--- src/design/pte_pkg.sv ---
package pte_pkg;

	// Field and datapath widths.
	localparam int CH_W  = 8;
	localparam int SEL_W = 4;
	localparam int OUT_W = 24;
	// Numerator: at most four channels summed (1020).
	localparam int NUM_W = 10;
	// Denominator: at most 510.
	localparam int DEN_W = 9;

	localparam int FRAC_BITS_DEFAULT = 16;

	// Quotient bits that the divider resolves in one pipeline stage.
	localparam int DIV_BPS = 4;

	localparam logic [OUT_W-1:0] OUT_MAX = {OUT_W{1'b1}};

	localparam logic [DEN_W-1:0] DEN_CH   = DEN_W'(255);
	localparam logic [DEN_W-1:0] DEN_GA   = DEN_W'(2);
	localparam logic [DEN_W-1:0] DEN_RGB  = DEN_W'(3);
	localparam logic [DEN_W-1:0] DEN_RGBA = DEN_W'(4);
	localparam logic [DEN_W-1:0] DEN_LIT  = DEN_W'(510);
	localparam logic [DEN_W-1:0] DEN_ONE  = DEN_W'(1);

	typedef enum logic [SEL_W-1:0] {
		TRAIT_CH0  = 4'd0,
		TRAIT_CH1  = 4'd1,
		TRAIT_CH2  = 4'd2,
		TRAIT_CH3  = 4'd3,
		TRAIT_GA   = 4'd4,
		TRAIT_RGB  = 4'd5,
		TRAIT_RGBA = 4'd6,
		TRAIT_LIT  = 4'd7,
		TRAIT_SAT  = 4'd8
	} trait_t;

	// Side information that rides along with every word.
	typedef struct packed {
		logic flag;
		logic last;
	} ctl_t;

endpackage

--- src/design/pte_prep.sv ---
module pte_prep #(
	parameter int FRAC_BITS = pte_pkg::FRAC_BITS_DEFAULT,
	parameter int DW        = 28
) (
	input  logic                        clk,
	input  logic                        arst_n,
	input  logic                        advance,
	input  logic                        in_valid,
	input  logic [pte_pkg::CH_W-1:0]    ch0,
	input  logic [pte_pkg::CH_W-1:0]    ch1,
	input  logic [pte_pkg::CH_W-1:0]    ch2,
	input  logic [pte_pkg::CH_W-1:0]    ch3,
	input  logic                        last_pixel,
	input  logic [pte_pkg::SEL_W-1:0]   sel,
	output logic                        valid_s1,
	output logic [DW-1:0]               dividend_s1,
	output logic [pte_pkg::DEN_W-1:0]   den_s1,
	output pte_pkg::ctl_t               ctl_s1
);

	logic [pte_pkg::CH_W-1:0]  hi;
	logic [pte_pkg::CH_W-1:0]  lo;
	logic [pte_pkg::NUM_W-1:0] num;
	logic [pte_pkg::DEN_W-1:0] den;
	logic                      flag;

	// Largest and smallest of the three color channels.
	always_comb begin
		hi = ch0;
		lo = ch0;
		if (ch1 > hi) hi = ch1;
		if (ch2 > hi) hi = ch2;
		if (ch1 < lo) lo = ch1;
		if (ch2 < lo) lo = ch2;
	end

	// Every trait is a quotient; unused selectors divide zero by one.
	always_comb begin
		num  = '0;
		den  = pte_pkg::DEN_ONE;
		flag = 1'b0;
		unique case (sel)
			pte_pkg::TRAIT_CH0: begin
				num = pte_pkg::NUM_W'(ch0);
				den = pte_pkg::DEN_CH;
			end
			pte_pkg::TRAIT_CH1: begin
				num = pte_pkg::NUM_W'(ch1);
				den = pte_pkg::DEN_CH;
			end
			pte_pkg::TRAIT_CH2: begin
				num = pte_pkg::NUM_W'(ch2);
				den = pte_pkg::DEN_CH;
			end
			pte_pkg::TRAIT_CH3: begin
				num = pte_pkg::NUM_W'(ch3);
				den = pte_pkg::DEN_CH;
			end
			pte_pkg::TRAIT_GA: begin
				num = pte_pkg::NUM_W'(ch0) + pte_pkg::NUM_W'(ch1);
				den = pte_pkg::DEN_GA;
			end
			pte_pkg::TRAIT_RGB: begin
				num = pte_pkg::NUM_W'(ch0) + pte_pkg::NUM_W'(ch1)
					+ pte_pkg::NUM_W'(ch2);
				den = pte_pkg::DEN_RGB;
			end
			pte_pkg::TRAIT_RGBA: begin
				num = pte_pkg::NUM_W'(ch0) + pte_pkg::NUM_W'(ch1)
					+ pte_pkg::NUM_W'(ch2) + pte_pkg::NUM_W'(ch3);
				den = pte_pkg::DEN_RGBA;
			end
			pte_pkg::TRAIT_LIT: begin
				num = pte_pkg::NUM_W'(hi) + pte_pkg::NUM_W'(lo);
				den = pte_pkg::DEN_LIT;
			end
			pte_pkg::TRAIT_SAT: begin
				// A black pixel has no defined saturation: zero over one, flagged.
				if (hi == '0) begin
					flag = 1'b1;
				end else begin
					num = pte_pkg::NUM_W'(hi - lo);
					den = pte_pkg::DEN_W'(hi);
				end
			end
			default: begin
				num = '0;
			end
		endcase
	end

	always_ff @(posedge clk or negedge arst_n) begin
		if (!arst_n) begin
			valid_s1 <= 1'b0;
		end else if (advance) begin
			valid_s1 <= in_valid;
		end
	end

	always_ff @(posedge clk) begin
		if (advance) begin
			dividend_s1 <= DW'(num) << FRAC_BITS;
			den_s1      <= den;
			ctl_s1      <= '{flag: flag, last: last_pixel};
		end
	end

endmodule

--- src/design/pte_div_stage.sv ---
module pte_div_stage #(
	parameter int DW = 28
) (
	input  logic                        clk,
	input  logic                        arst_n,
	input  logic                        advance,
	input  logic                        in_valid,
	input  logic [pte_pkg::DEN_W-1:0]   rem_in,
	input  logic [DW-1:0]               dq_in,
	input  logic [pte_pkg::DEN_W-1:0]   den_in,
	input  pte_pkg::ctl_t               ctl_in,
	output logic                        valid_q,
	output logic [pte_pkg::DEN_W-1:0]   rem_q,
	output logic [DW-1:0]               dq_q,
	output logic [pte_pkg::DEN_W-1:0]   den_q,
	output pte_pkg::ctl_t               ctl_q
);

	logic [pte_pkg::DEN_W-1:0] rem;
	logic [DW-1:0]             dq;
	logic [pte_pkg::DEN_W:0]   trial;
	logic [pte_pkg::DEN_W:0]   diff;

	// Restoring division, DIV_BPS bits per stage. The dividend leaves dq at the
	// top while quotient bits enter at the bottom. The remainder stays below
	// the denominator, so the trial, twice the remainder plus the next dividend
	// bit, fits in one bit more than the remainder and never overflows.
	always_comb begin
		rem   = rem_in;
		dq    = dq_in;
		trial = '0;
		diff  = '0;
		for (int i = 0; i < pte_pkg::DIV_BPS; i++) begin
			trial = {rem, dq[DW-1]};
			dq    = {dq[DW-2:0], 1'b0};
			diff  = trial - {1'b0, den_in};
			if (trial >= {1'b0, den_in}) begin
				rem   = diff[pte_pkg::DEN_W-1:0];
				dq[0] = 1'b1;
			end else begin
				rem = trial[pte_pkg::DEN_W-1:0];
			end
		end
	end

	always_ff @(posedge clk or negedge arst_n) begin
		if (!arst_n) begin
			valid_q <= 1'b0;
		end else if (advance) begin
			valid_q <= in_valid;
		end
	end

	always_ff @(posedge clk) begin
		if (advance) begin
			rem_q <= rem;
			dq_q  <= dq;
			den_q <= den_in;
			ctl_q <= ctl_in;
		end
	end

endmodule

--- src/design/pte_sat.sv ---
module pte_sat #(
	parameter int DW = 28
) (
	input  logic                        clk,
	input  logic                        arst_n,
	input  logic                        advance,
	input  logic                        in_valid,
	input  logic [DW-1:0]               quot_in,
	input  pte_pkg::ctl_t               ctl_in,
	output logic                        valid_q,
	output logic [pte_pkg::OUT_W-1:0]   value_q,
	output pte_pkg::ctl_t               ctl_q
);

	localparam int CW = (DW > pte_pkg::OUT_W) ? DW : pte_pkg::OUT_W;

	logic [CW-1:0]              quot_ext;
	logic [pte_pkg::OUT_W-1:0]  value;

	// Quotients too large for the result field clamp to all ones.
	always_comb begin
		quot_ext = CW'(quot_in);
		if (quot_ext > CW'(pte_pkg::OUT_MAX)) begin
			value = pte_pkg::OUT_MAX;
		end else begin
			value = quot_ext[pte_pkg::OUT_W-1:0];
		end
	end

	always_ff @(posedge clk or negedge arst_n) begin
		if (!arst_n) begin
			valid_q <= 1'b0;
		end else if (advance) begin
			valid_q <= in_valid;
		end
	end

	always_ff @(posedge clk) begin
		if (advance) begin
			value_q <= value;
			ctl_q   <= ctl_in;
		end
	end

endmodule

--- src/design/pixel_trait_extract.sv ---
// Pixel trait extractor. Each input word carries one 4-byte pixel and yields
// exactly one output word holding the trait picked by the trait_select
// register: a single channel over 255, the unnormalized GA, RGB or RGBA
// average, HSL lightness (max+min)/510 or HSV saturation (max-min)/max over
// the first three channels. Values are unsigned fixed point with FRAC_BITS
// fraction bits, truncated, and clamp to all ones if they do not fit in 24
// bits. Saturation of a black pixel returns zero with the tuser flag set;
// selector codes above 8 return zero. The last-pixel marker rides along on
// tlast. The block takes one pixel per clock and keeps that rate for as long
// as the output side accepts. It has one operand stage, a pipelined restoring
// divider of STAGES = ceil((10 + FRAC_BITS) / 4) stages that resolves four
// quotient bits per stage, and the output register that clamps the quotient.
// Each stage holds its word only while the stage behind it is full and
// stalled, so bubbles close up and new pixels keep entering while a result
// waits. Write trait_select only while no pixel is in flight.
module pixel_trait_extract #(
	parameter int FRAC_BITS = pte_pkg::FRAC_BITS_DEFAULT
) (
	input  logic                          clk,
	input  logic                          arst_n,
	// Configuration: trait_select.
	input  logic                          cfg_valid,
	output logic                          cfg_ready,
	input  logic [pte_pkg::SEL_W-1:0]     cfg_data,
	// Pixel input. tdata fields from bit 0: ch0, ch1, ch2, ch3.
	input  logic                          s_tvalid,
	output logic                          s_tready,
	input  logic [4*pte_pkg::CH_W-1:0]    s_tdata,
	input  logic                          s_tlast,
	// Trait output. tdata fields from bit 0: trait_value.
	output logic                          m_tvalid,
	input  logic                          m_tready,
	output logic [pte_pkg::OUT_W-1:0]     m_tdata,
	// tuser fields from bit 0: undefined_ratio.
	output logic                          m_tuser,
	output logic                          m_tlast
);

	localparam int STAGES = (pte_pkg::NUM_W + FRAC_BITS + pte_pkg::DIV_BPS - 1)
		/ pte_pkg::DIV_BPS;
	localparam int DW = STAGES * pte_pkg::DIV_BPS;

	logic [pte_pkg::SEL_W-1:0] trait_select_q;

	// Pipeline signals; index 0 is the operand stage, 1..STAGES the divider.
	logic                       valid_a    [0:STAGES];
	logic [pte_pkg::DEN_W-1:0]  rem_a      [0:STAGES];
	logic [DW-1:0]              dq_a       [0:STAGES];
	logic [pte_pkg::DEN_W-1:0]  den_a      [0:STAGES];
	pte_pkg::ctl_t              ctl_a      [0:STAGES];
	// Ready of each stage; index STAGES+1 is the output register.
	logic                       rdy        [0:STAGES+1];
	logic [STAGES:0]            valid_vec;
	pte_pkg::ctl_t              ctl_out;

	assign cfg_ready = 1'b1;

	always_ff @(posedge clk or negedge arst_n) begin
		if (!arst_n) begin
			trait_select_q <= '0;
		end else if (cfg_valid && cfg_ready) begin
			trait_select_q <= cfg_data;
		end
	end

	// A stage may load when it is empty or its word moves on this cycle.
	assign rdy[STAGES+1] = !m_tvalid || m_tready;
	for (genvar k = 0; k <= STAGES; k++) begin : g_rdy
		assign rdy[k]       = !valid_a[k] || rdy[k+1];
		assign valid_vec[k] = valid_a[k];
	end

	assign s_tready = rdy[0];

	pte_prep #(
		.FRAC_BITS (FRAC_BITS),
		.DW        (DW)
	) u_prep (
		.clk         (clk),
		.arst_n      (arst_n),
		.advance     (rdy[0]),
		.in_valid    (s_tvalid),
		.ch0         (s_tdata[pte_pkg::CH_W-1:0]),
		.ch1         (s_tdata[2*pte_pkg::CH_W-1:pte_pkg::CH_W]),
		.ch2         (s_tdata[3*pte_pkg::CH_W-1:2*pte_pkg::CH_W]),
		.ch3         (s_tdata[4*pte_pkg::CH_W-1:3*pte_pkg::CH_W]),
		.last_pixel  (s_tlast),
		.sel         (trait_select_q),
		.valid_s1    (valid_a[0]),
		.dividend_s1 (dq_a[0]),
		.den_s1      (den_a[0]),
		.ctl_s1      (ctl_a[0])
	);

	// The remainder starts at zero for every word.
	assign rem_a[0] = '0;

	for (genvar k = 1; k <= STAGES; k++) begin : g_div
		pte_div_stage #(
			.DW (DW)
		) u_stage (
			.clk      (clk),
			.arst_n   (arst_n),
			.advance  (rdy[k]),
			.in_valid (valid_a[k-1]),
			.rem_in   (rem_a[k-1]),
			.dq_in    (dq_a[k-1]),
			.den_in   (den_a[k-1]),
			.ctl_in   (ctl_a[k-1]),
			.valid_q  (valid_a[k]),
			.rem_q    (rem_a[k]),
			.dq_q     (dq_a[k]),
			.den_q    (den_a[k]),
			.ctl_q    (ctl_a[k])
		);
	end

	pte_sat #(
		.DW (DW)
	) u_sat (
		.clk      (clk),
		.arst_n   (arst_n),
		.advance  (rdy[STAGES+1]),
		.in_valid (valid_a[STAGES]),
		.quot_in  (dq_a[STAGES]),
		.ctl_in   (ctl_a[STAGES]),
		.valid_q  (m_tvalid),
		.value_q  (m_tdata),
		.ctl_q    (ctl_out)
	);

	assign m_tuser = ctl_out.flag;
	assign m_tlast = ctl_out.last;

	// A flagged black pixel always carries a zero trait.
	assert property (@(posedge clk) disable iff (!arst_n)
		m_tvalid && m_tuser |-> m_tdata == '0)
		else $error("flagged word with nonzero trait value");

	// With every stage full and the output stalled, no pixel may enter.
	assert property (@(posedge clk) disable iff (!arst_n)
		m_tvalid && !m_tready && (&valid_vec) |-> !s_tready)
		else $error("pixel accepted into a full, stalled pipeline");

	// An empty operand stage must always take a pixel.
	assert property (@(posedge clk) disable iff (!arst_n)
		!valid_a[0] |-> s_tready)
		else $error("input stalled with empty operand stage");

endmodule
--- config.mk ---
export PLATFORM = sky130hd
export DESIGN_NAME = pixel_trait_extract
export DESIGN_NICKNAME = d
export VERILOG_FILES = /design/src/design/pte_pkg.sv /design/src/design/pte_prep.sv /design/src/design/pte_div_stage.sv /design/src/design/pte_sat.sv /design/src/design/pixel_trait_extract.sv
export SDC_FILE = /design/constraint.sdc
export NUM_CORES = 1
export LEC_CHECK = 0
export ABC_AREA = 1
export BUFFER_PORTS_ARGS = -buffer_cell sky130_fd_sc_hd__buf_2
export CAP_MARGIN = 40
export CORE_ASPECT_RATIO = 1.5
export CORE_UTILIZATION = 60
export CTS_BUF_LIST = sky130_fd_sc_hd__clkbuf_8
export CTS_CLUSTER_SIZE = 30
export DETAILED_ROUTE_END_ITERATION = 8
export PLACE_DENSITY = 0.77
export REMOVE_ABC_BUFFERS = 1
export SETUP_SLACK_MARGIN = 0.1
export SLEW_MARGIN = 5
export SYNTH_ARGS = -nofsm -noshare
export SYNTH_HDL_FRONTEND = slang
export SYNTH_SLANG_ARGS = --single-unit
export TNS_END_PERCENT = 10
--- constraint.sdc ---
create_clock -name clk -period 18.6 [get_ports clk]
set_clock_uncertainty 0.05 [all_clocks]
set_input_delay 1.86 -clock clk [delete_from_list [all_inputs] [get_ports clk]]
set_output_delay 1.86 -clock clk [all_outputs]
set_load 0.01 [all_outputs]
==> impl_metrics.yaml, run 1 <==
worst_setup_path:
  worst-setup-path-type: "register to register"
  worstPathRequired_ps: 19010
  arrival_ps: 8360
  slowest_stage: "a21oi_1"
  slowest_delay_ps: 580
  startpoint_type: "register"
  endpoint_kind: "register"
  reg2reg_depth: 36
  path_max_fanout: 15
  path_common_cell: "nand2_1"
timing:
  period_share: 0.4276
  max-slew-margin-rel: 0.5180
  finalMaxSlewViolations: 0
  finalCriticalPeriod_ps: 7954
  final-hold-violation-count: 0
  tightest_slew_ps: 723.1
  grt_setup_unrepaired: "no"
  setup_viol: 0
  setup_tns_ps: 0
  fmax_mhz: 125.7
routing:
  ant_nets: 0
  via_per_inst: 5.636
  drc_errors: 0
  drt_first_pass_iters: 7
  drtIter0Drc: 1220
  wire_per_inst_um: 17.76
  routed_wl_um: 71760
  vias: 22770
cells_and_area:
  most-common-layout-cells: "nand2_1 (927), inv_1 (479), ha_1 (295)"
  fill_cells: 3819
  final_common_cell: "nand2_1"
  final_nets: 3783
  drive_gt1_frac: 0.08692
  area_growth_pct: 6.985
status:
  status: "completed"
global_routing:
  use_met2: 0.6142
  busiest_layer: "met2"
  grt_remaining_overflow: 0
  grt_usage: 0.3163
  grt_max_degree: 42
  met3_usage: 0.03176
  antenna_found_initial: 1
  first_global_vias: 22640
  grt_first_pass_wirelength_um: 112600
  grt_util_met1: 0.2958
clock_tree:
  clkTransAtPathRegs_ps: 70
  cts_buffer_depth: 3
  postCtsHoldBufs: 0
  clkLatencyLatePin_ps: 590
  cts-root-buf: "clkbuf_8"
  post_cts_buffers: 0
  cts.repair.resized: 0
  clock-sinks: 306
  htreeDepth: 2
  cts_buffers: 45
  cts_tree: "built"
floorplan:
  dieArea_sq_um: 45380
  die_h_um: 260.4
  initial_core_util: 0.6088
  io_pins: 71
  die_x_um: 174.3
  core_sq_um: 43870
  rows: 94
placement:
  place.gp.congestion: 0.9919
  port_buffers: 69
  dp_hpwl_um: 58550
yosys:
  yosys.area_share.simple: 0.2573
  postSynth.asyncResetShare: 0.04248
  synth-compound-area-share: 0.1070
  syn_area_sq_um: 26710
  avgSynthCellArea_sq_um: 8.006
  ys.flop_type: "edfxtp_1"
  synth_edf_count: 293
  ys_seq_area_frac: 0.3416
  synth_top_family_by_area: "simple AND/OR/NAND/NOR gates"
  synthXorXnorAreaFrac: 0.06034
  ys_ff_latch: 306
  synthDistinctLibCells: 63
  yosys_warnings: 0
  synth.area.mux_share: 0
  synthAdderAreaFrac: 0.1532
  synthCells: 3336
hold_path:
  hp-class: "register to register"
  hold_depth: 0
run:
  drv_cap: 0
[layer usage]
layer / up-vias / wire, um
li1: 11310 / -
met1: 10510 / 24740
met2: 662 / 38250
met3: 285 / 2449
met4: 0 / 6321
met5: - / 0
[logic make-up (layout without fill, tap and decap cells)]
logic type | count (synthesis) | after routing
buffers and inverters | 536 | 663
adders and majority gates | 315 | 315
AOI/OAI and AO/OA | 476 | 476
other | 1 | 2
xor gates and xnor gates | 184 | 184
DFF | 306 | 306
and+or+nand+nor | 1518 | 1518
[sequential cells by signal, summed over array words and instances (netlist names), 7 cells and up]
name and flops:
g_div.u_stage.dq_q 124, u_prep.dividend_s1 10, u_prep.den_s1 9, g_div.u_stage.valid_q 7
g_div.u_stage.den_q 54, g_div.u_stage.ctl_q 14, g_div.u_stage.rem_q 54, u_sat.value_q 24
[cell type report]
| type | instances | area [sq um] | area share |
|---|---|---|---|
| Tap cell | 576 | 720.7 | 0.02522 |
| Multi-Input combinational cell | 2494 | 15440 | 0.5404 |
| Antenna cell | 1 | 2.502 | 0.00008757 |
| Timing Repair Buffer | 82 | 491.7 | 0.01721 |
| Clock inverter | 34 | 240.2 | 0.008407 |
| Sequential cell | 306 | 9124 | 0.3193 |
| Inverter | 497 | 1866 | 0.06529 |
| Clock buffer | 50 | 688.2 | 0.02408 |
[cells in the mapped netlist (9+ instances only)]
cell | number | area, sq um
xnor2_1 | 67 | 586.8
a21oi_1 | 190 | 950.9
dfrtp_1 | 13 | 325.3
ha_1 | 295 | 3691
o21ai_1 | 21 | 105.1
a21o_1 | 12 | 90.09
o211ai_1 | 16 | 120.1
o21ai_0 | 126 | 630.6
inv_1 | 472 | 1772
nand3b_1 | 18 | 135.1
nand3_1 | 241 | 1206
edfxtp_1 | 293 | 8798
xor2_1 | 117 | 1025
fa_1 | 20 | 400.4
nand4_1 | 38 | 237.7
and2_1 | 9 | 56.30
nor2_4 | 14 | 157.7
nor2_1 | 143 | 536.8
nand2_2 | 31 | 193.9
nand2_4 | 17 | 191.4
inv_2 | 22 | 82.58
buf_6 | 13 | 146.4
buf_2 | 14 | 70.07
a31oi_1 | 13 | 81.33
o21bai_1 | 28 | 210.2
nor3_1 | 20 | 100.1
nand2_1 | 927 | 3480
or2_2 | 12 | 75.07
nand3_2 | 11 | 110.1
nand3_4 | 10 | 175.2
[per-stage QoR]
step | util | hold slack, ps | setup WS [ps] | area [sq um] | std cells
floorplan | - | 350.3 | 9048 | 26430 | 3297
global placement | 0.6283 | 350.9 | 10940 | 27570 | 3951
detailed placement | 0.6301 | 354.5 | 10700 | 27640 | 3955
CTS | 0.6513 | 364.4 | 10660 | 28570 | 4039
global route | 0.6514 | 370.1 | 9812 | 28570 | 4040
finish | 0.6514 | 362.0 | 10650 | 28570 | 4040
[critical path, delay by kind of cell, from the launching register on]
family                   cells  cell delay [ps]
flip-flops                   1              480
AO/OA/AOI/OAI               12             2980
buffers and inverters        2              430
adder cells (fa/ha/maj)      4             1700
AND/OR/NAND/NOR             18             2230
[worst paths after layout]
kind,end,slack (ps),start
worst max-delay path,g_div[3].u_stage.rem_q[6],10650,g_div[2].u_stage.den_q[1]
worst min-delay path,g_div[7].u_stage.dq_q[17],360,g_div[6].u_stage.dq_q[13]
worst max register to register,g_div[3].u_stage.rem_q[6],10650,g_div[2].u_stage.den_q[1]
worst min register to register,g_div[7].u_stage.dq_q[17],360,g_div[6].u_stage.dq_q[13]
max in group asynchronous,u_sat.valid_q,17020,arst_n
min in group asynchronous,u_prep.valid_s1,1170,arst_n
Power of run 1 is not shown: default switching activity piles up to over one toggle a cycle in this logic, so the estimate is an artifact.
==> run 2: changes to the inputs <==
- PLACE_DENSITY: 0.77 -> 0.8
- clock period: 18.6 -> 7.2 ns (I/O delays scaled with it)
==> impl_metrics.yaml, run 2 (synthesis gave the netlist of run 1 again) <==
floorplan:
  initial_core_util: 0.6088
  die_h_um: 260.4
  rows: 94
  die_x_um: 174.3
  core_sq_um: 43870
  io_pins: 71
  dieArea_sq_um: 45380
timing:
  final-hold-violation-count: 0
  finalCriticalPeriod_ps: 6744
  grt_setup_unrepaired: "yes"
  period_share: 0.9366
  fmax_mhz: 148.3
  tightest_slew_ps: 947.6
  setup_viol: 0
  max-slew-margin-rel: 0.3519
  finalMaxSlewViolations: 0
cells_and_area:
  most-common-layout-cells: "nand2_1 (923), inv_1 (461), edfxtp_1 (293)"
  final_nets: 3872
  final_common_cell: "nand2_1"
  top_regs: "g_div.u_stage.dq_q x124, g_div.u_stage.den_q x54, g_div.u_stage.rem_q x54"
  fill_cells: 3597
  regMostFlops: "g_div.u_stage.dq_q"
  drive_gt1_frac: 0.1280
  area_growth_pct: 10.54
  seqCellArea_sq_um: 9124
  design_area_sq_um: 29520
  largest_reg_flops: 124
  multiInputGateArea_sq_um: 15750
placement:
  dp_hpwl_um: 57920
  place_area_sq_um: 27860
  port_buffers: 69
  place.gp.congestion: 1.004
worst_setup_path:
  arrival_ps: 7040
  slowest_delay_ps: 480
  endpoint_kind: "register"
  worst-setup-path-type: "register to register"
  startpoint_type: "register"
  slowest_stage: "edfxtp_1"
  worstPathRequired_ps: 7490
  ff2ff_setup_slack_ps: 460
  path_max_fanout: 10
  path_common_cell: "nand2_1"
hold_path:
  hp-class: "input port to register"
routing:
  drtIter0Drc: 1253
  drt_first_pass_iters: 6
  via_per_inst: 5.738
  drc_errors: 0
  ant_nets: 0
  vias: 23670
  wire_per_inst_um: 17.72
  routed_wl_um: 73080
global_routing:
  grt_first_pass_wirelength_um: 114700
  grt_remaining_overflow: 0
  antenna_found_initial: 1
  first_global_vias: 23390
  grt_max_degree: 42
  grt_usage: 0.3169
clock_tree:
  cts-root-buf: "clkbuf_8"
  htreeDepth: 2
  cts_buffers: 49
  clkTransAtPathRegs_ps: 70
  clock-sinks: 306
  cts_buffer_depth: 3
  clkLatencyLatePin_ps: 590
  cts_tree: "built"
status:
  status: "completed"
run:
  drv_cap: 0
-- run 2: changes by cell type in the layout (fill, tap and decap cells not counted), moves of 6 or more --
cell,delta
a21boi_0,-6
a21oi_1,-11
a21oi_2,+11
buf_4,+77
clkinvlp_4,+6
ha_1,-8
inv_1,-18
inv_2,+12
o21ai_0,-24
o21ai_1,+11
o21ai_2,+10
-- run 2: worst paths after layout --
path	depth (start not counted)	end	start
max in group asynchronous	2	g_div[7].u_stage.valid_q	arst_n
worst max register to register	42	g_div[3].u_stage.rem_q[5]	g_div[2].u_stage.den_q[0]
worst min register to register	0	g_div[6].u_stage.dq_q[17]	g_div[5].u_stage.dq_q[13]
worst min-delay path	1	u_prep.ctl_s1[0]	s_tlast
min in group asynchronous	2	trait_select_q[2]	arst_n
worst max-delay path	42	g_div[3].u_stage.rem_q[5]	g_div[2].u_stage.den_q[0]
-- run 2: routing by layer --
| layer | part of all wire | up-vias | GRT usage |
|---|---|---|---|
| li1 | - | 11490 | - |
| met1 | 0.34 | 11010 | 0.3012 |
| met2 | 0.53 | 816 | 0.6122 |
| met3 | 0.035 | 351 | 0.03220 |
| met4 | 0.088 | 0 | 0.2561 |
| met5 | 0 | - | 0 |
-- run 2: through the flow --
stage / worst slack, ps / cells / setup TNS [ps] / hold slack, ps / util
after floorplan: -71.82 / 3297 / -71.82 / 350.3 / -
after global placement: 208.2 / 3987 / 0 / 351.0 / 0.6345
after detailed placement: 62.98 / 3989 / 0 / 354.5 / 0.6351
after CTS: 48.90 / 4075 / 0 / 220.9 / 0.6574
after global routing: 13.32 / 4125 / 0 / 243.3 / 0.6730
final: 456.3 / 4125 / 0 / 246.8 / 0.6730
-- run 2: worst max-delay path: cells and delay by family, from the launching register on --
family | cells | cell delay [ps]
fa+ha+maj | 5 | 1490
flops | 1 | 480
compound gates | 10 | 1630
simple gates | 20 | 2010
buf+inv | 7 | 820
-- run 2: final cells by class --
class | count | share of cell area
Multi-Input combinational cell | 2498 | 0.5334
Sequential cell | 306 | 0.3090
Inverter | 497 | 0.06416
Timing Repair Buffer | 161 | 0.03628
Tap cell | 576 | 0.02441
Clock buffer | 51 | 0.02378
Clock inverter | 33 | 0.008434
Timing Repair inverter | 2 | 0.0003814
Antenna cell | 1 | 0.00008476
-- run 2: repair_timing --
action	4_1_cts	5_1_grt
setup buffers	1	42
pin swaps	1	24
hold buffers	1	0
cloned	0	7
endpoints found under the hold margin	13	0
resized for setup	1	116
setup endpoints to repair	18	61
Power of run 2 is left out for the same reason.
